## src/hdl/dost_pkg.sv

```systemverilog
// ----------------------------------------------------------------------------
// dost_pkg
// Shared types and codes for the deferred one-shot timer array.
// ----------------------------------------------------------------------------
package dost_pkg;

    // Default sizes for the top-level parameters
    localparam int DEF_TIMER_SLOTS = 16;
    localparam int DEF_TIME_WIDTH  = 32;

    // Request function codes
    localparam logic [1:0] FUNC_TICK  = 2'd0;
    localparam logic [1:0] FUNC_START = 2'd1;
    localparam logic [1:0] FUNC_STOP  = 2'd2;

    // Timer kinds
    localparam logic KIND_PLAIN  = 1'b0;
    localparam logic KIND_TICKED = 1'b1;

    // One request
    typedef struct packed {
        logic [1:0]  func;
        logic        timer_kind;
        logic [3:0]  timer_id;
        logic [31:0] duration;
        logic [31:0] delta;
    } t_req;

    // One event
    typedef struct packed {
        logic        event_kind;
        logic [3:0]  event_id;
        logic [31:0] event_delta;
        logic        last;
    } t_evt;

    // Status from the shared slot unit
    typedef struct packed {
        logic expired;
        logic emit;
    } t_unit_res;

endpackage

```

## src/hdl/deferred_one_shot_timer_array.sv

```systemverilog
// ----------------------------------------------------------------------------
// deferred_one_shot_timer_array
// Two tables of one-shot timer slots (plain and ticked) with deferred start
// and stop, advanced by tick requests.
// ----------------------------------------------------------------------------
// Start and stop requests keep busy low. A tick request raises busy: an apply
// state applies the pending stops and starts, then one shared add/compare
// unit walks every slot of both tables, one slot per cycle, through the
// elapsed-time and duration memories, followed by a drain state and a flush
// state. Events leave on o_evt for exactly one cycle each, marked by o_strobe,
// plain slots first then ticked slots, each in ascending number; the receiver
// cannot stall them, and the one marked last is the final event of that tick.
// A tick with no event raises no strobe. The last event is presented in the
// cycle after the flush, the same cycle in which busy drops, so the next
// request can be taken at the edge that ends it.
// ----------------------------------------------------------------------------
module deferred_one_shot_timer_array #(
    parameter int TIMER_SLOTS = dost_pkg::DEF_TIMER_SLOTS,
    parameter int TIME_WIDTH  = dost_pkg::DEF_TIME_WIDTH
) (
    input  logic            i_clk,
    input  logic            i_rst_n,
    input  logic            start,
    input  dost_pkg::t_req  i_req,
    output logic            busy,
    output logic            o_strobe,
    output dost_pkg::t_evt  o_evt
);

    localparam int ALL_SLOTS = 2 * TIMER_SLOTS;
    localparam int SLOT_IW   = $clog2(ALL_SLOTS);
    localparam int NUM_W     = (TIMER_SLOTS > 1) ? $clog2(TIMER_SLOTS) : 1;

    localparam logic [2:0] ST_IDLE  = 3'd0;
    localparam logic [2:0] ST_APPLY = 3'd1;
    localparam logic [2:0] ST_WALK  = 3'd2;
    localparam logic [2:0] ST_DRAIN = 3'd3;
    localparam logic [2:0] ST_FLUSH = 3'd4;

    // Slot index from kind and number
    function automatic logic [SLOT_IW-1:0] f_slot(input logic kind,
                                                  input logic [NUM_W-1:0] num);
        logic [SLOT_IW-1:0] base;
        base = kind ? SLOT_IW'(TIMER_SLOTS) : '0;
        return base + SLOT_IW'(num);
    endfunction

    // Control state
    logic [2:0]           r_state,  n_state;
    logic [ALL_SLOTS-1:0] r_active, n_active;
    logic [ALL_SLOTS-1:0] r_startp, n_startp;
    logic [ALL_SLOTS-1:0] r_stop,   n_stop;
    logic [ALL_SLOTS-1:0] r_fresh,  n_fresh;
    logic                 r_kind,   n_kind;
    logic [NUM_W-1:0]     r_num,    n_num;
    logic                 r_b_vld,  n_b_vld;
    logic                 r_hold_vld, n_hold_vld;
    logic                 r_strobe, n_strobe;

    // Payload state
    logic [TIME_WIDTH-1:0] r_delta, n_delta;
    logic                  r_b_kind;
    logic [NUM_W-1:0]      r_b_num;
    dost_pkg::t_evt        r_hold, n_hold;
    dost_pkg::t_evt        r_out,  n_out;

    // Datapath wires
    logic                  req_go;
    logic                  id_ok;
    logic [NUM_W-1:0]      req_num;
    logic [SLOT_IW-1:0]    req_idx;
    logic [SLOT_IW-1:0]    req_idx0;
    logic [SLOT_IW-1:0]    req_idx1;
    logic                  dur_we;
    logic [TIME_WIDTH-1:0] dur_rdata;
    logic [TIME_WIDTH-1:0] ela_rdata;
    logic [SLOT_IW-1:0]    walk_idx;
    logic [SLOT_IW-1:0]    b_idx;
    logic [SLOT_IW-1:0]    b_idx0;
    logic [SLOT_IW-1:0]    b_idx1;
    logic                  b_live;
    logic [TIME_WIDTH-1:0] b_base;
    logic [TIME_WIDTH-1:0] b_sum;
    dost_pkg::t_unit_res   b_res;
    dost_pkg::t_evt        b_evt;

    // Decode the request
    assign req_go   = start && (r_state == ST_IDLE);
    assign id_ok    = (32'(i_req.timer_id) < 32'(TIMER_SLOTS));
    assign req_num  = NUM_W'(i_req.timer_id);
    assign req_idx  = f_slot(i_req.timer_kind, req_num);
    assign req_idx0 = f_slot(dost_pkg::KIND_PLAIN, req_num);
    assign req_idx1 = f_slot(dost_pkg::KIND_TICKED, req_num);
    assign dur_we   = req_go && (i_req.func == dost_pkg::FUNC_START) && id_ok
                      && !r_active[req_idx] && !r_startp[req_idx];

    // Walk and stage-B slot indexes
    assign walk_idx = f_slot(r_kind, r_num);
    assign b_idx    = f_slot(r_b_kind, r_b_num);
    assign b_idx0   = f_slot(dost_pkg::KIND_PLAIN, r_b_num);
    assign b_idx1   = f_slot(dost_pkg::KIND_TICKED, r_b_num);
    assign b_live   = r_b_vld && r_active[b_idx];
    assign b_base   = r_fresh[b_idx] ? '0 : ela_rdata;

    // Durations: written by start, read during the walk
    dost_slot_ram #(
        .DEPTH (ALL_SLOTS),
        .WIDTH (TIME_WIDTH),
        .AW    (SLOT_IW)
    ) u_dur_ram (
        .i_clk   (i_clk),
        .i_we    (dur_we),
        .i_waddr (req_idx),
        .i_wdata (TIME_WIDTH'(i_req.duration)),
        .i_raddr (walk_idx),
        .o_rdata (dur_rdata)
    );

    // Elapsed times: read ahead, written back one slot behind
    dost_slot_ram #(
        .DEPTH (ALL_SLOTS),
        .WIDTH (TIME_WIDTH),
        .AW    (SLOT_IW)
    ) u_ela_ram (
        .i_clk   (i_clk),
        .i_we    (b_live),
        .i_waddr (b_idx),
        .i_wdata (b_sum),
        .i_raddr (walk_idx),
        .o_rdata (ela_rdata)
    );

    // Shared add/compare unit
    dost_unit #(
        .TIME_WIDTH (TIME_WIDTH)
    ) u_unit (
        .i_base     (b_base),
        .i_delta    (r_delta),
        .i_duration (dur_rdata),
        .i_kind     (r_b_kind),
        .o_sum      (b_sum),
        .o_res      (b_res)
    );

    // Event for the slot in stage B
    always_comb begin
        b_evt.event_kind  = r_b_kind;
        b_evt.event_id    = 4'(r_b_num);
        b_evt.event_delta = (r_b_kind == dost_pkg::KIND_TICKED) ? 32'(r_delta) : 32'd0;
        b_evt.last        = 1'b0;
    end

    // Sequencer, slot flags and event holding
    always_comb begin
        n_state    = r_state;
        n_active   = r_active;
        n_startp   = r_startp;
        n_stop     = r_stop;
        n_fresh    = r_fresh;
        n_kind     = r_kind;
        n_num      = r_num;
        n_delta    = r_delta;
        n_b_vld    = 1'b0;
        n_hold_vld = r_hold_vld;
        n_hold     = r_hold;
        n_strobe   = 1'b0;
        n_out      = r_out;

        case (r_state)
            ST_IDLE: begin
                if (start) begin
                    case (i_req.func)
                        dost_pkg::FUNC_TICK: begin
                            n_delta = TIME_WIDTH'(i_req.delta);
                            n_state = ST_APPLY;
                        end
                        dost_pkg::FUNC_START: begin
                            if (dur_we) begin
                                n_startp[req_idx] = 1'b1;
                            end
                        end
                        dost_pkg::FUNC_STOP: begin
                            if (id_ok) begin
                                n_stop[req_idx0] = r_stop[req_idx0] | r_active[req_idx0];
                                n_stop[req_idx1] = r_stop[req_idx1] | r_active[req_idx1];
                            end
                        end
                        default: begin
                        end
                    endcase
                end
            end
            ST_APPLY: begin
                // Drop stopped slots, then bring in pending starts
                n_active = (r_active & ~r_stop) | r_startp;
                n_fresh  = r_startp;
                n_stop   = '0;
                n_startp = '0;
                n_kind   = dost_pkg::KIND_PLAIN;
                n_num    = '0;
                n_state  = ST_WALK;
            end
            ST_WALK: begin
                // Issue one slot read per cycle
                n_b_vld = 1'b1;
                if (r_num == NUM_W'(TIMER_SLOTS - 1)) begin
                    n_num = '0;
                    if (r_kind == dost_pkg::KIND_TICKED) begin
                        n_state = ST_DRAIN;
                    end else begin
                        n_kind = dost_pkg::KIND_TICKED;
                    end
                end else begin
                    n_num = r_num + NUM_W'(1);
                end
            end
            ST_DRAIN: begin
                n_state = ST_FLUSH;
            end
            ST_FLUSH: begin
                // Send the held event as the last of this tick
                if (r_hold_vld) begin
                    n_strobe   = 1'b1;
                    n_out      = r_hold;
                    n_out.last = 1'b1;
                    n_hold_vld = 1'b0;
                end
                n_state = ST_IDLE;
            end
            default: begin
                n_state = ST_IDLE;
            end
        endcase

        // Stage B: count the slot, mark expiry stops, hold the new event
        if (b_live) begin
            if (b_res.expired) begin
                n_stop[b_idx0] = r_stop[b_idx0] | r_active[b_idx0];
                n_stop[b_idx1] = r_stop[b_idx1] | r_active[b_idx1];
            end
            if (b_res.emit) begin
                if (r_hold_vld) begin
                    n_strobe = 1'b1;
                    n_out    = r_hold;
                end
                n_hold     = b_evt;
                n_hold_vld = 1'b1;
            end
        end
    end

    // Control registers
    always_ff @(posedge i_clk) begin
        if (!i_rst_n) begin
            r_state    <= ST_IDLE;
            r_active   <= '0;
            r_startp   <= '0;
            r_stop     <= '0;
            r_fresh    <= '0;
            r_kind     <= dost_pkg::KIND_PLAIN;
            r_num      <= '0;
            r_b_vld    <= 1'b0;
            r_hold_vld <= 1'b0;
            r_strobe   <= 1'b0;
        end else begin
            r_state    <= n_state;
            r_active   <= n_active;
            r_startp   <= n_startp;
            r_stop     <= n_stop;
            r_fresh    <= n_fresh;
            r_kind     <= n_kind;
            r_num      <= n_num;
            r_b_vld    <= n_b_vld;
            r_hold_vld <= n_hold_vld;
            r_strobe   <= n_strobe;
        end
    end

    // Payload registers
    always_ff @(posedge i_clk) begin
        r_delta  <= n_delta;
        r_b_kind <= r_kind;
        r_b_num  <= r_num;
        r_hold   <= n_hold;
        r_out    <= n_out;
    end

    assign busy     = (r_state != ST_IDLE);
    assign o_strobe = r_strobe;
    assign o_evt    = r_out;

endmodule

```

## src/hdl/dost_slot_ram.sv

```systemverilog
// ----------------------------------------------------------------------------
// dost_slot_ram
// Simple dual-port slot memory: one write port, one registered read port.
// ----------------------------------------------------------------------------
module dost_slot_ram #(
    parameter int DEPTH = 32,
    parameter int WIDTH = 32,
    parameter int AW    = (DEPTH > 1) ? $clog2(DEPTH) : 1
) (
    input  logic             i_clk,
    input  logic             i_we,
    input  logic [AW-1:0]    i_waddr,
    input  logic [WIDTH-1:0] i_wdata,
    input  logic [AW-1:0]    i_raddr,
    output logic [WIDTH-1:0] o_rdata
);

    logic [WIDTH-1:0] r_mem [DEPTH];
    logic [WIDTH-1:0] r_rdata;

    // Write and registered read
    always_ff @(posedge i_clk) begin
        if (i_we) begin
            r_mem[i_waddr] <= i_wdata;
        end
        r_rdata <= r_mem[i_raddr];
    end

    assign o_rdata = r_rdata;

endmodule

```

## src/hdl/dost_unit.sv

```systemverilog
// ----------------------------------------------------------------------------
// dost_unit
// Shared slot unit: saturating elapsed-time add, expiry compare, event decode.
// ----------------------------------------------------------------------------
module dost_unit #(
    parameter int TIME_WIDTH = dost_pkg::DEF_TIME_WIDTH
) (
    input  logic [TIME_WIDTH-1:0] i_base,
    input  logic [TIME_WIDTH-1:0] i_delta,
    input  logic [TIME_WIDTH-1:0] i_duration,
    input  logic                  i_kind,
    output logic [TIME_WIDTH-1:0] o_sum,
    output dost_pkg::t_unit_res   o_res
);

    logic [TIME_WIDTH:0] sum_ext;

    // Add with carry out, clamp on overflow
    assign sum_ext = {1'b0, i_base} + {1'b0, i_delta};
    assign o_sum   = sum_ext[TIME_WIDTH] ? {TIME_WIDTH{1'b1}} : sum_ext[TIME_WIDTH-1:0];

    // Plain slots report expiry, ticked slots report progress until expiry
    always_comb begin
        o_res.expired = (o_sum >= i_duration);
        o_res.emit    = (i_kind == dost_pkg::KIND_PLAIN) ? o_res.expired : !o_res.expired;
    end

endmodule

```

## config.mk

```make
export PLATFORM = sky130hd
export DESIGN_NAME = deferred_one_shot_timer_array
export DESIGN_NICKNAME = d
export VERILOG_FILES = /design/src/hdl/dost_pkg.sv /design/src/hdl/deferred_one_shot_timer_array.sv /design/src/hdl/dost_slot_ram.sv /design/src/hdl/dost_unit.sv
export SDC_FILE = /design/constraint.sdc
export NUM_CORES = 2
export LEC_CHECK = 0
export ABC_AREA = 1
export BUFFER_PORTS_ARGS = -buffer_cell sky130_fd_sc_hd__buf_2
export CORE_MARGIN = 2
export CORE_UTILIZATION = 43
export DETAILED_ROUTE_END_ITERATION = 8
export MAX_ROUTING_LAYER = met4
export PLACE_DENSITY = 0.65
export RECOVER_POWER = 100
export SYNTH_ARGS = -nofsm -noshare
export SYNTH_HDL_FRONTEND = slang
export SYNTH_SLANG_ARGS = --single-unit
```

## constraint.sdc

```tcl
create_clock -name i_clk -period 6.4 [get_ports i_clk]
set_input_delay 0.32 -clock i_clk [delete_from_list [all_inputs] [get_ports i_clk]]
set_output_delay 0.32 -clock i_clk [all_outputs]
set_load 0.005 [all_outputs]
```

==> results.yml <==
logic_synthesis:
  syn_nets: 8447
  synthArstFlopShare_pct: 0
  synth.distinct_cells: 48
  syn_area_per_cell_sq_um: 11.61
  ys_warn_count: 0
  seq_area_frac_synth_pct: 71.00
  ys_ff_latch: 2363
  synth-edff-count: 2117
  synthFlopType: "edfxtp_1"
  syn_area_sq_mm: 0.09647
  syn_inst: 8307
route:
  dr.pass1.iters: 6
  drc: 0
  drt_iter0_drc: 8665
  viasPerCell: 5.942
  wl_um: 296400
  vias: 68620
  ant_nets: 0
  routedWlPerCell_um: 25.66
floorplanning:
  core_area_sq_mm: 0.2227
  io_pins: 114
  die_y_um: 477.7
  floorplan.die_area_sq_mm: 0.2282
  start_util_pct: 43.31
  die-width_um: 477.7
  placement_rows: 173
placement:
  io_buffer_count: 113
  dp.cells: 11030
  hpwl_um: 160000
  postPlaceCellArea_sq_mm: 0.1008
  place.gp.congestion: 0.9872
critical_path:
  worst-path-max-fanout: 19
  reg2reg_depth: 14
  cp-end-kind: "flip-flop"
  regToRegStartpoint: "r_b_num[0]"
  worstPathRequired_ns: 6.87
  worstSetupStartpointType: "flip-flop"
  path_class: "flip-flop to flip-flop"
  arrival_ns: 6.80
  reg2reg_to: "u_ela_ram.r_mem[1][19]"
  regToRegSetupSlack_ns: 0.08
run_status:
  outcome: "complete, but fails checks"
  violations: "capacitance limit, slew limit"
layout:
  final_core_util_pct: 48.70
  area_delta_synth_final_pct: 12.45
  final_area_sq_mm: 0.1085
  layout_common_cells: "2117 x edfxtp_1, 1453 x nor2_1, 1280 x o21ai_0"
  drive_above_1_share_pct: 7.962
  fin_cells: 11550
  nets: 8502
  final_common_cell: "edfxtp_1"
sta:
  tns_ns: 0
  report.final.slew_viol_count: 2100
  worst-slew-pin-transition_ns: 3.056
  skew_ns: 0.05697
  period_share_pct: 98.76
  fmax_mhz: 158.2
  relSlewSlack_pct: -103.8
  grt_setup_unrepaired: "false"
  setup_viol: 0
  final.min_clock_period_ns: 6.321
  hold_viol_final: 0
grt:
  grt_pass1_vias: 64150
  gr-usage-all-layers_pct: 25.89
  grt_max_degree: 209
  overflow: 0
  grt_pass1_wl_um: 430200
  antenna_found_initial: 15
cts:
  cts_root_buf: "clkbuf_16"
  clkLatencyLatePin_ns: 0.89
  cts_buffers: 228
  cts_tree: "done"
  clkSinkCount: 2363
  htree_levels: 4
  clkSlewWorstSetupHoldPaths_ns: 0.07
  clock_path_buffers: 3
power:
  ir_drop_mv: 0.2508
  powerDensity_mw_per_mm2: 324.5
  leakage_nw: 37.01
  p_total_w: 0.03520
min_path:
  hold_class: "primary input to flip-flop"
  min_path_cells: 6
  holdPathEnd: "r_startp[10]"
  min_from: "i_req[68]"
run:
  cap_violations: 69
==> critical path, cell delays in order, from the launching register on <==
cell and delay [ns]:
dfxtp_2 0.44, clkbuf_1 0.92, nand2_1 0.12, nand2_1 0.16, nand2_1 0.06, nand2_1 0.08, nand2_1 0.05, nand2_1 0.07
inv_1 0.05, nand2_1 0.11, nand2_1 0.06, nand2_1 0.43, nand4_1 0.43, nor2_1 1.81, clkbuf_2 1.03
==> logic make-up (layout without fill, tap and decap cells) <==
kind of cell / after synthesis / after routing / share of synthesized area [%]
AOI/OAI and AO/OA: 2223 / 2223 / 12.89
DFF: 2363 / 2363 / 71.00
adders and majority gates: 66 / 66 / 0.8638
and+or+nand+nor: 2766 / 2766 / 11.52
buffers and inverters: 873 / 1132 / 3.585
other: 0 / 7 / 0
xor gates and xnor gates: 16 / 16 / 0.1453
==> cells in the mapped netlist (all sizes together) (9+ instances only) <==
master | n | area [sq um]
a21oi | 159 | 795.8
a31oi | 26 | 162.7
buf | 121 | 635.6
clkbuf | 434 | 1629
dfxtp | 246 | 4925
edfxtp | 2117 | 63570
ha | 65 | 813.3
inv | 314 | 1179
nand2 | 937 | 3555
nand3 | 197 | 996.0
nand4 | 104 | 713.2
nor2 | 1504 | 5688
o211ai | 47 | 352.8
o21ai | 1299 | 6501
o21bai | 15 | 112.6
o221ai | 73 | 639.4
o22ai | 554 | 3466
o31ai | 9 | 67.56
or2 | 13 | 81.33
xnor2 | 12 | 105.1
==> worst max-delay path by stage <==
stage | start | endpoint | slack [ns] | depth (start not counted)
after floorplan | r_b_num[1] | r_hold[10] | 0.05 | 37
after global placement | r_b_num[1] | r_hold[21] | 0.18 | 34
after detailed placement | r_b_num[1] | r_hold[21] | 0.05 | 34
after CTS | r_b_num[0] | r_hold[34] | 0.10 | 36
after global routing | r_b_num[1] | r_hold[34] | 0.007 | 34
final | r_b_num[0] | u_ela_ram.r_mem[1][19] | 0.08 | 14
==> flip-flops by register name, summed over array words and instances (netlist names) <==
name and flops:
r_hold_vld 1, r_state 3, r_startp 32, r_b_vld 1
o_evt 38, r_active 32, r_hold 37, r_delta 32
r_kind 1, o_strobe 1, u_ela_ram.o_rdata 32, r_stop 32
r_b_kind 1, u_dur_ram.r_mem 1024, r_num 4, r_b_num 4
u_dur_ram.o_rdata 32, r_fresh 32, u_ela_ram.r_mem 1024
==> final cells by class <==
| type | instances | area (sq um) |
|---|---|---|
| timing repair inverter | 1 | 7.507 |
| antenna | 7 | 17.52 |
| timing repair buffer | 379 | 2664 |
| fill | 19530 | 114300 |
| sequential | 2363 | 68510 |
| tap | 2975 | 3722 |
| clock inverter | 142 | 1461 |
| clock buffer | 292 | 6117 |
| multi-input combinational | 5071 | 24750 |
| inverter | 318 | 1229 |
==> metal layers <==
layer,global-route usage [%],wire (um),up-vias
li1,-,-,30230
met1,34.97,120200,34070
met2,40.49,137800,3689
met3,3.525,26990,637
met4,8.661,11420,0
met5,-,0,-
==> report_power, final <==
group | switching (W) | internal [W]
Clock | 0.00592 | 0.00767
Combinational | 0.00299 | 0.000992
Sequential | 0.0000951 | 0.0175
Total | 0.00901 | 0.0262
==> metrics by stage <==
stage / setup slack [ns] / hold WS [ns]
floorplan: 0.04623 / 0.3290
global placement: 0.1791 / 0.4682
detailed placement: 0.05487 / 0.4702
CTS: 0.1025 / 0.007569
global route: 0.006842 / 0.01629
finish: 0.07916 / 0.04241
==> what timing repair did <==
item | CTS | global route
cloned | 0 | 2
hold buffers | 67 | 0
endpoints found under the hold margin | 1086 | 0
resized for setup | 2 | 10
endpoints found under the setup margin | 4 | 109
setup buffers | 0 | 5
(Power assumes the default switching activity.)
